## src/sv/mfrle_pkg.sv

```systemverilog
// ----------------------------------------------------------------------------
// mfrle_pkg
// Types and constants shared by the run-length byte decoder modules.
// ----------------------------------------------------------------------------
`default_nettype none

package mfrle_pkg;

  // width of the output word in byte lanes and of the lane count field
  localparam int unsigned WORD_LANES  = 8;
  localparam int unsigned COUNT_W     = 4;
  localparam int unsigned QUEUE_DEPTH = 2;

  // stream constants
  localparam logic [7:0] ESC_BYTE  = 8'hff;
  localparam logic [7:0] LIT_FLAG  = 8'h80;
  localparam logic [7:0] LOW7_MASK = 8'h7f;

  // decode format register codes
  typedef enum logic [1:0] {
    FMT_COPY       = 2'd0,
    FMT_ESC_EXACT  = 2'd1,
    FMT_ESC_MINUS1 = 2'd2,
    FMT_CONTROL    = 2'd3
  } fmt_t;

  // parser phases
  typedef enum logic [2:0] {
    PH_START     = 3'd0,
    PH_ESC_COUNT = 3'd1,
    PH_ESC_VALUE = 3'd2,
    PH_CONTROL   = 3'd3,
    PH_LITERAL   = 3'd4,
    PH_REPEAT    = 3'd5,
    PH_DONE      = 3'd6
  } phase_t;

  // input beat
  typedef struct packed {
    logic [7:0] data_byte;
    logic       stream_start;
  } in_beat_t;

  // output beat
  typedef struct packed {
    logic [63:0]        out_bytes;
    logic [COUNT_W-1:0] byte_count;
    logic               run_end;
  } out_beat_t;

  // fill command between parser and emitter
  typedef struct packed {
    logic [7:0] value;
    logic [7:0] count;
  } fill_cmd_t;

endpackage

`default_nettype wire

```

## src/sv/mfrle_front.sv

```systemverilog
// ----------------------------------------------------------------------------
// mfrle_front
// Format register and stream parser: turns each input beat into at most one
// fill command (value and copy count) for the emitter queue.
// ----------------------------------------------------------------------------
`default_nettype none

module mfrle_front (
  input  wire logic                  clk,
  input  wire logic                  rst,
  input  wire logic                  format_we,
  input  wire logic [1:0]            format_wdata,
  input  wire mfrle_pkg::in_beat_t   item,
  input  wire logic                  take,
  output mfrle_pkg::fill_cmd_t       cmd,
  output logic                       push
);

  mfrle_pkg::fmt_t   format;
  mfrle_pkg::phase_t phase, phase_next;
  logic [2:0]        hdr_seen, hdr_seen_next;
  logic [7:0]        pending, pending_next;
  logic [31:0]       remaining, remaining_next;

  mfrle_pkg::phase_t eff_phase;
  logic [2:0]        eff_hdr;
  logic [7:0]        eff_pend;
  logic [31:0]       eff_rem;
  logic [7:0]        b;
  logic [7:0]        esc_n;
  logic [7:0]        lim_n;
  logic [7:0]        cut;
  logic [31:0]       rem_after;
  logic [31:0]       hdr_acc;
  logic [7:0]        pend_dec;
  logic              want_push;

  // a stream start clears the parser before this byte is used
  assign b         = item.data_byte;
  assign eff_phase = item.stream_start ? mfrle_pkg::PH_START : phase;
  assign eff_hdr   = item.stream_start ? 3'd0 : hdr_seen;
  assign eff_pend  = item.stream_start ? 8'd0 : pending;
  assign eff_rem   = item.stream_start ? 32'd0 : remaining;

  // escape run length, minus one saturating at zero in that format
  assign esc_n = (format == mfrle_pkg::FMT_ESC_MINUS1 && eff_pend != 8'd0) ?
                 eff_pend - 8'd1 : eff_pend;

  // size-limited copy count for literal and repeat records
  assign pend_dec  = eff_pend - 8'd1;
  assign lim_n     = (eff_phase == mfrle_pkg::PH_LITERAL) ? 8'd1 : eff_pend;
  assign cut       = (eff_rem < {24'd0, lim_n}) ? eff_rem[7:0] : lim_n;
  assign rem_after = eff_rem - {24'd0, cut};

  // little-endian size header accumulation
  assign hdr_acc = eff_rem | ({24'd0, b} << {eff_hdr[1:0], 3'b000});

  // command output
  always_comb begin
    want_push = 1'b0;
    cmd.value = b;
    cmd.count = 8'd0;
    unique case (format)
      mfrle_pkg::FMT_COPY: begin
        want_push = 1'b1;
        cmd.count = 8'd1;
      end
      mfrle_pkg::FMT_ESC_EXACT, mfrle_pkg::FMT_ESC_MINUS1: begin
        if (eff_phase == mfrle_pkg::PH_ESC_VALUE) begin
          cmd.count = esc_n;
          want_push = (esc_n != 8'd0);
        end else if (eff_phase != mfrle_pkg::PH_ESC_COUNT && b != mfrle_pkg::ESC_BYTE) begin
          cmd.count = 8'd1;
          want_push = 1'b1;
        end
      end
      mfrle_pkg::FMT_CONTROL: begin
        if (eff_phase == mfrle_pkg::PH_LITERAL || eff_phase == mfrle_pkg::PH_REPEAT) begin
          cmd.count = cut;
          want_push = (cut != 8'd0);
        end
      end
      default: ;
    endcase
  end

  assign push = take && want_push;

  // parser next state
  always_comb begin
    phase_next     = eff_phase;
    hdr_seen_next  = eff_hdr;
    pending_next   = eff_pend;
    remaining_next = eff_rem;
    unique case (format)
      mfrle_pkg::FMT_COPY: ;
      mfrle_pkg::FMT_ESC_EXACT, mfrle_pkg::FMT_ESC_MINUS1: begin
        if (eff_phase == mfrle_pkg::PH_ESC_COUNT) begin
          pending_next = b;
          phase_next   = mfrle_pkg::PH_ESC_VALUE;
        end else if (eff_phase == mfrle_pkg::PH_ESC_VALUE) begin
          pending_next = 8'd0;
          phase_next   = mfrle_pkg::PH_START;
        end else begin
          phase_next = (b == mfrle_pkg::ESC_BYTE) ? mfrle_pkg::PH_ESC_COUNT :
                       mfrle_pkg::PH_START;
        end
      end
      mfrle_pkg::FMT_CONTROL: begin
        unique case (eff_phase)
          mfrle_pkg::PH_START: begin
            remaining_next = hdr_acc;
            hdr_seen_next  = eff_hdr + 3'd1;
            if (eff_hdr[1:0] == 2'd3) begin
              phase_next = (hdr_acc == 32'd0) ? mfrle_pkg::PH_DONE : mfrle_pkg::PH_CONTROL;
            end
          end
          mfrle_pkg::PH_CONTROL: begin
            if ((b & mfrle_pkg::LIT_FLAG) != 8'd0) begin
              pending_next = (b & mfrle_pkg::LOW7_MASK) + 8'd1;
              phase_next   = mfrle_pkg::PH_LITERAL;
            end else begin
              pending_next = (b & mfrle_pkg::LOW7_MASK) + 8'd3;
              phase_next   = mfrle_pkg::PH_REPEAT;
            end
          end
          mfrle_pkg::PH_LITERAL: begin
            pending_next   = pend_dec;
            remaining_next = rem_after;
            if (rem_after == 32'd0) begin
              phase_next = mfrle_pkg::PH_DONE;
            end else if (pend_dec == 8'd0) begin
              phase_next = mfrle_pkg::PH_CONTROL;
            end
          end
          mfrle_pkg::PH_REPEAT: begin
            pending_next   = 8'd0;
            remaining_next = rem_after;
            phase_next     = (rem_after == 32'd0) ? mfrle_pkg::PH_DONE :
                             mfrle_pkg::PH_CONTROL;
          end
          default: begin
            phase_next = mfrle_pkg::PH_DONE;
          end
        endcase
      end
      default: ;
    endcase
  end

  // format register and parser state; a format write clears the parser
  always_ff @(posedge clk) begin
    if (rst) begin
      format    <= mfrle_pkg::FMT_COPY;
      phase     <= mfrle_pkg::PH_START;
      hdr_seen  <= 3'd0;
      pending   <= 8'd0;
      remaining <= 32'd0;
    end else if (format_we) begin
      format    <= mfrle_pkg::fmt_t'(format_wdata);
      phase     <= mfrle_pkg::PH_START;
      hdr_seen  <= 3'd0;
      pending   <= 8'd0;
      remaining <= 32'd0;
    end else if (take) begin
      phase     <= phase_next;
      hdr_seen  <= hdr_seen_next;
      pending   <= pending_next;
      remaining <= remaining_next;
    end
  end

endmodule

`default_nettype wire

```

## src/sv/mfrle_queue.sv

```systemverilog
// ----------------------------------------------------------------------------
// mfrle_queue
// Short command queue between the parser and the emitter.
// ----------------------------------------------------------------------------
`default_nettype none

module mfrle_queue (
  input  wire logic                  clk,
  input  wire logic                  rst,
  input  wire logic                  push,
  input  wire mfrle_pkg::fill_cmd_t  wr_cmd,
  output logic                       has_room,
  input  wire logic                  pop,
  output mfrle_pkg::fill_cmd_t       head,
  output logic                       head_valid
);

  localparam int unsigned PTR_W = $clog2(mfrle_pkg::QUEUE_DEPTH);

  mfrle_pkg::fill_cmd_t entries [mfrle_pkg::QUEUE_DEPTH];
  logic [PTR_W-1:0]     wr_ptr;
  logic [PTR_W-1:0]     rd_ptr;
  logic [PTR_W:0]       fill;

  assign has_room   = (fill != (PTR_W+1)'(mfrle_pkg::QUEUE_DEPTH));
  assign head_valid = (fill != '0);
  assign head       = entries[rd_ptr];

  // entry storage
  always_ff @(posedge clk) begin
    if (push) begin
      entries[wr_ptr] <= wr_cmd;
    end
  end

  // pointers and fill level
  always_ff @(posedge clk) begin
    if (rst) begin
      wr_ptr <= '0;
      rd_ptr <= '0;
      fill   <= '0;
    end else begin
      if (push) begin
        wr_ptr <= wr_ptr + 1'b1;
      end
      if (pop) begin
        rd_ptr <= rd_ptr + 1'b1;
      end
      if (push && !pop) begin
        fill <= fill + 1'b1;
      end else if (pop && !push) begin
        fill <= fill - 1'b1;
      end
    end
  end

endmodule

`default_nettype wire

```

## src/sv/mfrle_back.sv

```systemverilog
// ----------------------------------------------------------------------------
// mfrle_back
// Emitter: expands the queue head into packed words of up to OUT_LANES
// copies into a registered output beat, one word per cycle unless stalled.
// ----------------------------------------------------------------------------
`default_nettype none

module mfrle_back #(
  parameter int unsigned OUT_LANES = 8
) (
  input  wire logic                  clk,
  input  wire logic                  rst,
  input  wire mfrle_pkg::fill_cmd_t  head,
  input  wire logic                  head_valid,
  output logic                       pop,
  output mfrle_pkg::out_beat_t       result,
  output logic                       result_valid,
  input  wire logic                  result_ready
);

  logic       busy;
  logic [7:0] left;
  logic [7:0] src;
  logic [7:0] lanes;
  logic [7:0] rest;
  logic       free;
  logic       fire;
  logic [63:0] word;

  // remaining copies of the head command
  assign src   = busy ? left : head.count;
  assign lanes = (src < 8'(OUT_LANES)) ? src : 8'(OUT_LANES);
  assign rest  = src - lanes;
  assign free  = !result_valid || result_ready;
  assign fire  = free && head_valid;
  assign pop   = fire && (rest == 8'd0);

  // replicate the value over the valid lanes
  always_comb begin
    word = '0;
    for (int i = 0; i < mfrle_pkg::WORD_LANES; i++) begin
      word[8*i +: 8] = (4'(i) < lanes[3:0]) ? head.value : 8'h00;
    end
  end

  // run progress
  always_ff @(posedge clk) begin
    if (rst) begin
      busy <= 1'b0;
      left <= 8'd0;
    end else if (fire) begin
      busy <= (rest != 8'd0);
      left <= rest;
    end
  end

  // output register
  always_ff @(posedge clk) begin
    if (rst) begin
      result_valid <= 1'b0;
    end else if (fire) begin
      result_valid <= 1'b1;
    end else if (result_ready) begin
      result_valid <= 1'b0;
    end
  end

  always_ff @(posedge clk) begin
    if (fire) begin
      result.out_bytes  <= word;
      result.byte_count <= lanes[mfrle_pkg::COUNT_W-1:0];
      result.run_end    <= (rest == 8'd0);
    end
  end

endmodule

`default_nettype wire

```

## src/sv/multi_format_rle_byte_decoder.sv

```systemverilog
// ----------------------------------------------------------------------------
// multi_format_rle_byte_decoder
// Run-length byte decoder for copy, escape and control-byte formats.
// ----------------------------------------------------------------------------
// Usage:
//   item channel (item_valid/item_ready/item) takes one compressed byte per
//   beat with a stream_start flag that clears the parser first.
//   result channel (result_valid/result_ready/result) gives packed words of
//   up to OUT_LANES copies of one byte; run_end marks the last word caused by
//   an input byte. Bytes that produce nothing give no result beat.
//   format_we/format_wdata write the format register and clear the parser;
//   write it only while the block is idle.
//   The first word of an input byte passes the command queue, then the
//   output register. The parser takes one byte per cycle while the
//   two-entry command queue has room; the emitter drains one word per
//   cycle while the output is free, so a run of n bytes takes
//   ceil(n / OUT_LANES) words and long runs back up the queue and stall
//   the input.
//   Reset: format is plain copy, the parser is cleared, queue and output
//   register are empty. When result_ready is low a valid output beat holds and
//   the emitter waits; the parser keeps filling the queue until it is full.
// ----------------------------------------------------------------------------
`default_nettype none

module multi_format_rle_byte_decoder #(
  parameter int unsigned OUT_LANES = 8
) (
  input  wire logic                  clk,
  input  wire logic                  rst,
  input  wire logic                  format_we,
  input  wire logic [1:0]            format_wdata,
  input  wire logic                  item_valid,
  output logic                       item_ready,
  input  wire mfrle_pkg::in_beat_t   item,
  output logic                       result_valid,
  input  wire logic                  result_ready,
  output mfrle_pkg::out_beat_t       result
);

  mfrle_pkg::fill_cmd_t cmd;
  mfrle_pkg::fill_cmd_t head;
  logic                 push;
  logic                 pop;
  logic                 has_room;
  logic                 head_valid;
  logic                 take;

  assign item_ready = has_room;
  assign take       = item_valid && has_room;

  // parser
  mfrle_front u_front (
    .clk          (clk),
    .rst          (rst),
    .format_we    (format_we),
    .format_wdata (format_wdata),
    .item         (item),
    .take         (take),
    .cmd          (cmd),
    .push         (push)
  );

  // command queue
  mfrle_queue u_queue (
    .clk        (clk),
    .rst        (rst),
    .push       (push),
    .wr_cmd     (cmd),
    .has_room   (has_room),
    .pop        (pop),
    .head       (head),
    .head_valid (head_valid)
  );

  // emitter
  mfrle_back #(
    .OUT_LANES (OUT_LANES)
  ) u_back (
    .clk          (clk),
    .rst          (rst),
    .head         (head),
    .head_valid   (head_valid),
    .pop          (pop),
    .result       (result),
    .result_valid (result_valid),
    .result_ready (result_ready)
  );

endmodule

`default_nettype wire

```

## config.mk

```make
export PLATFORM = sky130hd
export DESIGN_NAME = multi_format_rle_byte_decoder
export DESIGN_NICKNAME = d
export VERILOG_FILES = /design/src/sv/mfrle_pkg.sv /design/src/sv/mfrle_front.sv /design/src/sv/mfrle_queue.sv /design/src/sv/mfrle_back.sv /design/src/sv/multi_format_rle_byte_decoder.sv
export SDC_FILE = /design/constraint.sdc
export NUM_CORES = 1
export LEC_CHECK = 0
export BUFFER_PORTS_ARGS = -buffer_cell sky130_fd_sc_hd__buf_2
export CAP_MARGIN = 20
export CORE_MARGIN = 3
export CORE_UTILIZATION = 41
export CTS_BUF_LIST = sky130_fd_sc_hd__clkbuf_16
export DETAILED_ROUTE_END_ITERATION = 8
export SLEW_MARGIN = 40
export SYNTH_ARGS = -nofsm -noshare
export SYNTH_HDL_FRONTEND = slang
export SYNTH_SLANG_ARGS = --single-unit
```

## constraint.sdc

```tcl
create_clock -name clk -period 19.1 [get_ports clk]
set_input_delay 3.82 -clock clk [delete_from_list [all_inputs] [get_ports clk]]
set_output_delay 3.82 -clock clk [all_outputs]
set_load 0.02 [all_outputs]
```

# After elaboration in Yosys (flattened, before gate mapping)

Memories as Yosys holds them, arrays and structs flattened. A register that Yosys moved wholly into a read port is not among the register bits.
Cells that the tools add are included.

Register bits after elaboration: 131
RAM bits: 32
Bits of input ports: 16
Output and inout port bits: 71
Memories kept: 1

Memory list:

| name            | words | bits a word | read ports | clocked after memory_dff | wr ports | line              | text |
|---|---|---|---|---|---|---|---|
| u_queue.entries | 2     | 16          | 1          | 1                        | 1        | mfrle_queue.sv:20 | `mfrle_pkg::fill_cmd_t entries [mfrle_pkg::QUEUE_DEPTH];` |

$add $sub $neg: 10
Order comparisons: 10
Eq/ne operators: 13
Shift operators: 1
Multiplexer cells: 45
Bitwise gates (word level): 1
Reduce and logical (&&, ||, !) cells: 29

Operators with widths:

| kind                                                | number |
|---|---|
| 2-to-1 mux 8 bit                                    | 11 |
| logical NOT 32 bit                                  | 2 |
| 2-to-1 mux 32 bit                                   | 2 |
| case mux 32 bit (2 select lines)                    | 1 |
| case mux 8 bit (3 select lines)                     | 2 |
| 2-to-1 mux 3 bit                                    | 11 |
| < comparator 32 x 8 -> 1 bit                        | 1 |
| bitwise OR 32 bit                                   | 1 |
| nonzero test 8 bit                                  | 4 |
| << shifter 8 x 5 -> 32 bit                          | 1 |
| subtractor 32 x 8 -> 32 bit                         | 1 |
| logical NOT 8 bit                                   | 2 |
| < comparator 3 x 4 -> 1 bit (first input constant)  | 4 |
| case mux 8 bit (2 select lines)                     | 1 |
| 2-to-1 mux 1 bit                                    | 12 |
| case mux 3 bit (4 select lines)                     | 1 |
| adder 7 x 1 -> 8 bit (second input constant)        | 1 |
| adder 7 x 2 -> 8 bit (second input constant)        | 1 |
| == test 8 bit (second input constant)               | 1 |
| logical AND 1 bit                                   | 8 |
| < comparator 1 x 4 -> 1 bit (first input constant)  | 2 |
| < comparator 2 x 4 -> 1 bit (first input constant)  | 2 |
| < comparator 8 x 4 -> 1 bit (second input constant) | 1 |
| inequality test 8 bit (second input constant)       | 1 |
| other kinds (22)                                    | 35 |

# Logic depth before layout (Yosys ltp)

Gate-level depths: netlist of the first run.

Depth in word-level cells: 13
Depth in mapped cells: 31

# Hierarchy

Synthesis of the first run repeated with hierarchy kept, for this count alone.

Cell total of the unflattened synthesis: 1195
Area, all modules: 10563.9 µm²

Modules (own cells, without submodules):

| module                        | instances | cells an instance | area each (µm²) | sequential area each (µm²) |
|---|---|---|---|---|
| mfrle_front                   | 1         | 890               | 5876.9          | 940.9 |
| mfrle_back                    | 1         | 232               | 3319.4          | 2272.2 |
| mfrle_queue                   | 1         | 72                | 1361.3          | 1061.0 |
| multi_format_rle_byte_decoder | 1         | 1                 | 6.3             | 0.0 |

# Least setup slack after synthesis of the first run

OpenSTA, ideal clock, no wires.

Path kind: input-to-reg
Start: in item[0] (netlist bit)
End: reg u_front.phase[0]
Setup time: 137 ps
Arrival time: 9300 ps
Data required time: 18963 ps
Slack: 9663 ps
Stages on the path: 30
Buffers on the path: 9
Cells stage by stage: buf_4 buf_6 buf_2 buf_2 clkbuf_1 buf_1 nor2b_1 ha_1 a211oi_1 nor2_1 nor4_2 nand3_4 clkbuf_1 o21ai_0 inv_1 ha_1 fa_1 clkbuf_1 inv_1 o21a_1 o31ai_1 nor3_1 nor2_1 and2_4 buf_6 a22o_1 nor4_1 and3_1 and3_1 o32ai_1

Cells in the longest elaborated chain, start to end: 10
Elaborated cells between the ends (all ways): 30
Classes of those cells: 2 x add/sub; 1 x order compare; 6 x eq/ne; 1 x shift; 15 x mux; 1 x bitwise; 4 x reduce/logical

RTL lines:

| what                                | line                                   | text |
|---|---|---|
| start: declaration                  | multi_format_rle_byte_decoder.sv:34    | `input wire mfrle_pkg::in_beat_t item,` |
| 2-to-1 mux 3 bit                    | mfrle_front.sv:40                      | `assign eff_phase = item.stream_start ? mfrle_pkg::PH_START : phase;` |
| == test 3 bit                       | mfrle_front.sv:51, mfrle_front.sv:110  |  |
| 2-to-1 mux 8 bit                    | mfrle_front.sv:51                      | `assign lim_n = (eff_phase == mfrle_pkg::PH_LITERAL) ? 8'd1 : eff_pend;` |
| < comparator 32 x 8 -> 1 bit        | mfrle_front.sv:52                      | `assign cut = (eff_rem < {24'd0, lim_n}) ? eff_rem[7:0] : lim_n;` |
| 2-to-1 mux 8 bit                    | mfrle_front.sv:52                      |  |
| subtractor 32 x 8 -> 32 bit         | mfrle_front.sv:53                      | `assign rem_after = eff_rem - {24'd0, cut};` |
| logical NOT 32 bit                  | mfrle_front.sv:130, mfrle_front.sv:139 |  |
| 2-to-1 mux 3 bit (on tied branches) | mfrle_front.sv:139, mfrle_front.sv:130 |  |
| case mux 3 bit (4 select lines)     | mfrle_front.sv:110                     | `unique case (eff_phase)` |
| case mux 3 bit (2 select lines) (*) | mfrle_front.sv:95                      | `unique case (format)` |
| end signal: assignment              | mfrle_front.sv:155                     | `phase <= mfrle_pkg::PH_START;` |
| end signal: assignment              | mfrle_front.sv:161                     | `phase <= mfrle_pkg::PH_START;` |
| end signal: assignment              | mfrle_front.sv:166                     | `phase <= phase_next;` |
| end: declaration                    | mfrle_front.sv:20                      | `mfrle_pkg::phase_t phase, phase_next;` |

Every way passes the cells marked *; elsewhere a longest branch is shown, timed or not.
A chain may end at the register's enable or synchronous reset.

# Final worst setup path of the first run

Ends and elaborated chain as after synthesis.

==> results of run 1 <==
-- cell usage in the layout (no fill, tap or decap), types with 20 or more instances in the layout --
cell type,synthesis,final
nor2_1,216,215
nand2_1,121,121
edfxtp_1,101,101
a21oi_1,91,91
o21ai_0,88,88
buf_2,14,85
dfxtp_1,62,61
nor3_1,39,38
inv_1,30,31
nand3_1,29,29
a22oi_1,27,27
nor2b_1,23,23
xnor2_1,22,22
mux2i_1,24,22
ha_1,20,20
-- final cells by class --
class	instances	area share
clock buffer	17	0.0364
clock inverter	15	0.0166
inverter	32	0.0103
tap	324	0.0347
sequential	163	0.366
timing repair buffer	99	0.0457
multi-input combinational	968	0.491
-- path summary, 6_finish.rpt --
| path | from | slack (ps) | to |
|---|---|---|---|
| setup / recovery | item[0] | 9050 | u_front.phase[0] |
| hold reg to reg | u_back.left[1] | 460 | u_back.left[1] |
| setup reg to reg | u_front.phase[1] | 12110 | u_front.phase[0] |
| hold / removal | u_back.left[1] | 460 | u_back.left[1] |
-- stage by stage --
stage	cell area (sq um)	hold WS, ps
after detailed placement	11000	451
after CTS	11700	461
after global placement	11000	441
after global routing	11700	491
after floorplan	10500	432
final	11700	459
-- routing by layer --
layer | share of wire | GRT usage | vias to the layer above
met1 | 0.44 | 0.327 | 4718
met3 | 0.075 | 0.0426 | 62
met5 | 0 | 0 | -
met4 | 0.027 | 0.0839 | 0
li1 | - | - | 4610
met2 | 0.46 | 0.386 | 459
-- power by group through the flow --
stage / Combinational [mW] / Clock [mW] / Sequential (mW)
6_report: 0.309 / 0.370 / 0.467
5_1_grt: 0.337 / 0.390 / 0.473
4_1_cts: 0.308 / 0.380 / 0.467
3_5_place_dp: 0.307 / 0 / 0.475
3_3_place_gp: 0.305 / 0 / 0.474
2_1_floorplan: 0.173 / 0 / 0.516
-- critical path: cells and delay by family --
family	cells	cell delay [ps]
fa+ha+maj	2	520
mux	1	180
compound gates	6	1920
buf+inv	3	1100
simple gates	10	2710
-- kinds of logic (layout without fill, tap and decap cells) --
| family | after synthesis | after routing | synth area share |
|---|---|---|---|
| AND/OR/NAND/NOR | 526 | 526 | 0.239 |
| flip-flops | 163 | 163 | 0.407 |
| other | 1 | 1 | 0.000357 |
| adder cells (fa/ha/maj) | 22 | 22 | 0.0276 |
| multiplexers | 24 | 24 | 0.0229 |
| XOR/XNOR | 39 | 39 | 0.0325 |
| buffers and inverters | 124 | 163 | 0.0492 |
| AO/OA/AOI/OAI | 356 | 356 | 0.222 |
-- flip-flops by register name, indices dropped and copies added (netlist names), 2 cells and up, named ones only --
register,count
u_back.result,69
u_front.phase,3
u_front.format,2
u_front.remaining,32
u_queue.fill,2
u_back.left,8
u_front.pending,8
u_queue.entries,32
u_front.hdr_seen,2
==> qor.csv, run 1 <==
stage;metric;value;unit
pwr;power.density;98.0;mW/mm^2
timing;fin_skew;23.0;ps
timing;final.period_utilization;0.526;
min_path;holdPathStages;2;
finish;fillers;2434;
setup_path;end_kind;flip-flop;
routing;ant_nets;0;
timing;worst_pin_slew;795;ps
setup_path;required;19390;ps
cts;hold_buffers;0;
yosys;synth_commonest_cells;nor2_1 (216), nand2_1 (121), edfxtp_1 (101);
cts;insertion_delay;440;ps
setup_path;crit_path_top_delay_cell;a211oi_4;
setup_path;startpoint_type;primary input;
yosys;synth_top_area_frac;0.289;
floorplan;core;0.0247;sq mm
pwr;switchingPower;0.397;mW
routing;drt_wl_total;33.9;mm
cts;cts.htree.levels;4;
cts;clockRootBuffer;clkbuf_16;
floorplan;fp.dieW;166;um
yosys;synth_edf_count;101;
setup_path;crit_chain;buf_4 > buf_4 > nor2b_1 > ha_1 > a211oi_1 > nor2_1 > nor4_2 > nand3_4 > o21ai_0 > inv_1 > ha_1 > nor2b_1 > or4_4 > a221oi_2 > a211oi_2 > a211oi_4 > nand2_1 > mux2i_1 > nor4_1 > and3_1 > and3_1 > o32ai_1;
yosys;ys_ff_latch;163;
routing;drtIter0Drc;1139;
cts;clock-sinks;163;
finish;drive_gt1_frac;0.132;
timing;fmax;99.5;MHz
setup_path;arrival;10340;ps
pwr;p_leak;4.17;nW
pwr;power;1.15;mW
routing;drtPass1Iterations;6;
setup_path;path_class;primary input to flip-flop;
place;dp.cells;1586;
cts;post_cts_buffers;0;
pwr;combPwrFrac;0.270;
place;gp_congestion;0.980;
timing;drv_slew;0;
yosys;yosysMostFrequentCell;nor2_1;
yosys;yosys_warnings;0;
yosys;yosys-top-cells-area;edfxtp_1 (29%), dfxtp_1 (12%), nor2_1 (7.7%);
yosys;syn-mean-instance-area;8.37;sq um
yosys;synth_flop_cell;edfxtp_1;
finish;multi_input_area;0.00574;sq mm
timing;period_needed;10050;ps
yosys;syn-instance-count;1255;
yosys;yosysSeqAreaShare;0.407;
finish;final_util;0.472;
routing;vias;9849;
cts;cts_buffer_depth;2;
timing;setup_viol;0;
pwr;p_sw_frac;0.346;
cts;path_clk_slew;70;ps
pwr;vdd_drop_max;0.0736;mV
yosys;synth_largest_area_cell;edfxtp_1;
setup_path;slowest_delay;670;ps
setup_path;cp_max_fo;54;
place;pre_cts_ws;8740;ps
finish;regArea;0.00428;sq mm
floorplan;fp-row-count;57;
finish;nets;1319;
routing;via_per_inst;6.09;
cts;tritoncts;done;
pwr;p_int;0.749;mW
min_path;holdCritPathClass;flip-flop to flip-flop;
yosys;async_reset_ff_frac;0;
timing;slew_headroom;0.463;
timing;setup_ws;9050;ps
routing;drc;0;
global_route;grt_pass1_wl;53.2;mm
finish;antenna_cells;0;
finish;finalNonFillerCells;1618;
timing;setup_tns;0;ps
global_route;antenna_found_initial;0;
floorplan;start_util;0.424;
global_route;grt_use_total;0.240;
floorplan;die_h;166;um
place;dp_hpwl;23.8;mm
timing;rsz0062_at_grt;false;
place;port_buffers;86;
cts;cts_made_buffers;17;
global_route;grt_pass1_vias;9178;
global_route;grt_max_degree;73;
yosys;syn_area;0.0105;sq mm
setup_path;r2r_cells;23;
floorplan;die_area;0.0276;sq mm
routing;post_drt_wl_per_cell;20.9;um
finish;area_delta_synth_final;11.3;%
yosys;syn_nets;1293;
flow_run;cap_violations;0;
yosys;synth.distinct_cells;90;
timing;hold_viol;0;
cts;cts_resized;0;
global_route;grt_overflow;0;
status;status;finished clean;
pwr;pwr-share-seq;0.407;
floorplan;pin_count;87;
pwr;p_clk_frac;0.323;
No activity file was read; power rests on OpenSTA's default activity.
==> run 2: changes to the inputs <==
==> constraint.sdc (replaced) <==
create_clock -name clk -period 8.2 [get_ports clk]
set_input_delay 1.64 -clock clk [delete_from_list [all_inputs] [get_ports clk]]
set_output_delay 1.64 -clock clk [all_outputs]
set_load 0.02 [all_outputs]
==> run 2 against run 1 <==
Against the previous run: cell area barely moved; sequential share of layout area is essentially flat; global-route usage increased by 0.22 points; hold slack worse by 3.3 ps; setup slack got worse by 8000 ps; cell count grew 0.12%; clock power is 120% higher; largest cell class unchanged.
==> qor.csv, run 2 (synthesized netlist as in run 1, its figures left out) <==
stage;metric;value;unit;change
floorplan;fp.dieW;166;um;unchanged
timing;rsz0062_at_grt;false;;
setup_path;required;8490;ps;-10900 ps
routing;post_drt_wl_per_cell;21.2;um;+1.3%
timing;hold_viol;0;;unchanged
setup_path;startpoint;item[0];;
cts;cts_buffer_depth;2;;unchanged
cts;insertion_delay;440;ps;about the same
finish;layout_common_cells;nor2_1 (214), nand2_1 (121), edfxtp_1 (101);;
routing;via_per_inst;6.06;;-0.42%
cts;path_clk_slew;70;ps;about the same
global_route;grt_max_degree;70;;-4.1%
routing;ant_nets;0;;unchanged
global_route;grt_pass1_wl;53.4;mm;+0.43%
pwr;vdd_drop_max;0.154;mV;+110%
timing;worst_pin_slew;826;ps;+31.8 ps
global_route;grt_overflow;0;;unchanged
flow_run;cap_violations;0;;unchanged
setup_path;startpoint_type;primary input;;
cts;cts_resized;0;;unchanged
finish;drive_gt1_frac;0.136;;+0.00365
place;dp_hpwl;23.7;mm;-0.16%
finish;layout_commonest_cell;nor2_1;;
status;status;finished clean;;
setup_path;r2r_cells;23;;unchanged
timing;fin_skew;19.4;ps;-3.59 ps
setup_path;crit_chain;buf_4 > nor2b_1 > ha_1 > o21ai_0 > nor2_1 > nor4_2 > nand3_4 > o21ai_0 > inv_1 > ha_1 > nor2b_1 > or4_4 > a221oi_2 > a211oi_2 > a211oi_4 > nand2_1 > mux2i_1 > nor4_1 > and3_1 > and3_1 > o32ai_1;;
setup_path;end_kind;flip-flop;;
cts;clock-sinks;163;;unchanged
floorplan;core;0.0247;sq mm;unchanged
routing;drtPass1Iterations;6;;unchanged
timing;whs;456;ps;-3.33 ps
timing;drv_slew;0;;unchanged
setup_path;reg2reg_to;u_front.phase[0];;
timing;setup_tns;0;ps;unchanged
timing;setup_viol;0;;unchanged
cts;cts_made_buffers;17;;unchanged
timing;setup_ws;1050;ps;-8000 ps
cts;clockRootBuffer;clkbuf_16;;
finish;antenna_cells;0;;unchanged
floorplan;die_h;166;um;unchanged
timing;final.period_utilization;0.872;;
cts;post_cts_buffers;0;;unchanged
setup_path;arrival;7430;ps;-2910 ps
cts;hold_buffers;0;;unchanged
setup_path;rrSetupSlack;1430;ps;-10680 ps
global_route;antenna_found_initial;0;;unchanged
routing;drtIter0Drc;1031;;-9.5%
finish;nets;1322;;+0.23%
floorplan;pin_count;87;;unchanged
setup_path;path_class;primary input to flip-flop;;
floorplan;fp-row-count;57;;unchanged
place;pre_cts_ws;783;ps;-7960 ps
setup_path;crit_end;u_front.phase[0];;
global_route;grt_use_total;0.242;;+0.00220
pwr;p_leak;4.15;nW;-0.35%
finish;regMostFlops;u_back.result;;
place;gp_congestion;0.973;;-0.70%
global_route;grt_pass1_vias;9086;;-1.0%
timing;slew_headroom;0.448;;-0.0155
floorplan;die_area;0.0276;sq mm;unchanged
min_path;holdCritPathClass;flip-flop to flip-flop;;
finish;largest_reg_flops;69;;unchanged
finish;area_delta_synth_final;11.4;%;about the same
setup_path;crit_path_top_delay_cell;a211oi_4;;
setup_path;cp_max_fo;36;;-33%
setup_path;reg2reg_from;u_front.phase[1];;
routing;drc;0;;unchanged
pwr;power;2.64;mW;+130%
cts;cts.htree.levels;4;;unchanged
setup_path;slowest_delay;700;ps;+30 ps
cts;tritoncts;done;;
routing;drt_wl_total;34.4;mm;+1.4%
finish;top_regs;u_back.result x69, u_front.remaining x32, u_queue.entries x32;;
place;port_buffers;86;;unchanged
timing;period_needed;7150;ps;
pwr;power.density;225;mW/mm^2;+130%
routing;vias;9820;;-0.29%
floorplan;start_util;0.424;;unchanged
timing;fmax;140;MHz;
==> run 2: how the worst min path moves through the flow <==
stage | from | to | slack, ps | depth (start not counted)
floorplan | u_back.left[7] | u_back.left[7] | 430 | 2
global placement | u_back.left[7] | u_back.left[7] | 440 | 2
detailed placement | u_back.left[6] | u_back.left[6] | 450 | 2
CTS | u_back.left[6] | u_back.left[6] | 460 | 2
global route | u_back.left[1] | u_back.left[1] | 480 | 2
finish | u_back.left[7] | u_back.left[7] | 460 | 2
==> run 2: metal layers <==
metal	track usage	share of wire
met1	0.334	0.44
met2	0.385	0.46
met3	0.0443	0.081
met4	0.0803	0.027
met5	0	0
==> run 2: stage by stage <==
stage,cell area [sq um],cells,util
floorplan,10500,1255,-
global placement,11100,1589,0.447
detailed placement,11100,1589,0.447
CTS,11700,1620,0.471
global route,11700,1620,0.473
finish,11700,1620,0.473
==> run 2: area by class of cell <==
class	instances	area, sq um
Multi-Input combinational cell	968	5750
Sequential cell	163	4280
Timing Repair Buffer	102	557
Clock buffer	17	425
Tap cell	324	405
Inverter	32	120
Fill cell	2430	13000
Clock inverter	14	168
==> run 2: power breakdown <==
part	internal, mW	total (mW)	switching (mW)
clock	0.434	0.823	0.389
sequential	1.04	1.09	0.0519
combinational	0.219	0.725	0.506
total	1.69	2.64	0.947
==> run 2: worst max-delay path, delay by kind of cell <==
kind | cells | cell delay [ps]
and+or+nand+nor | 10 | 3080
AOI/OAI and AO/OA | 6 | 1580
adders and majority gates | 2 | 600
buffers and inverters | 2 | 300
muxes | 1 | 190
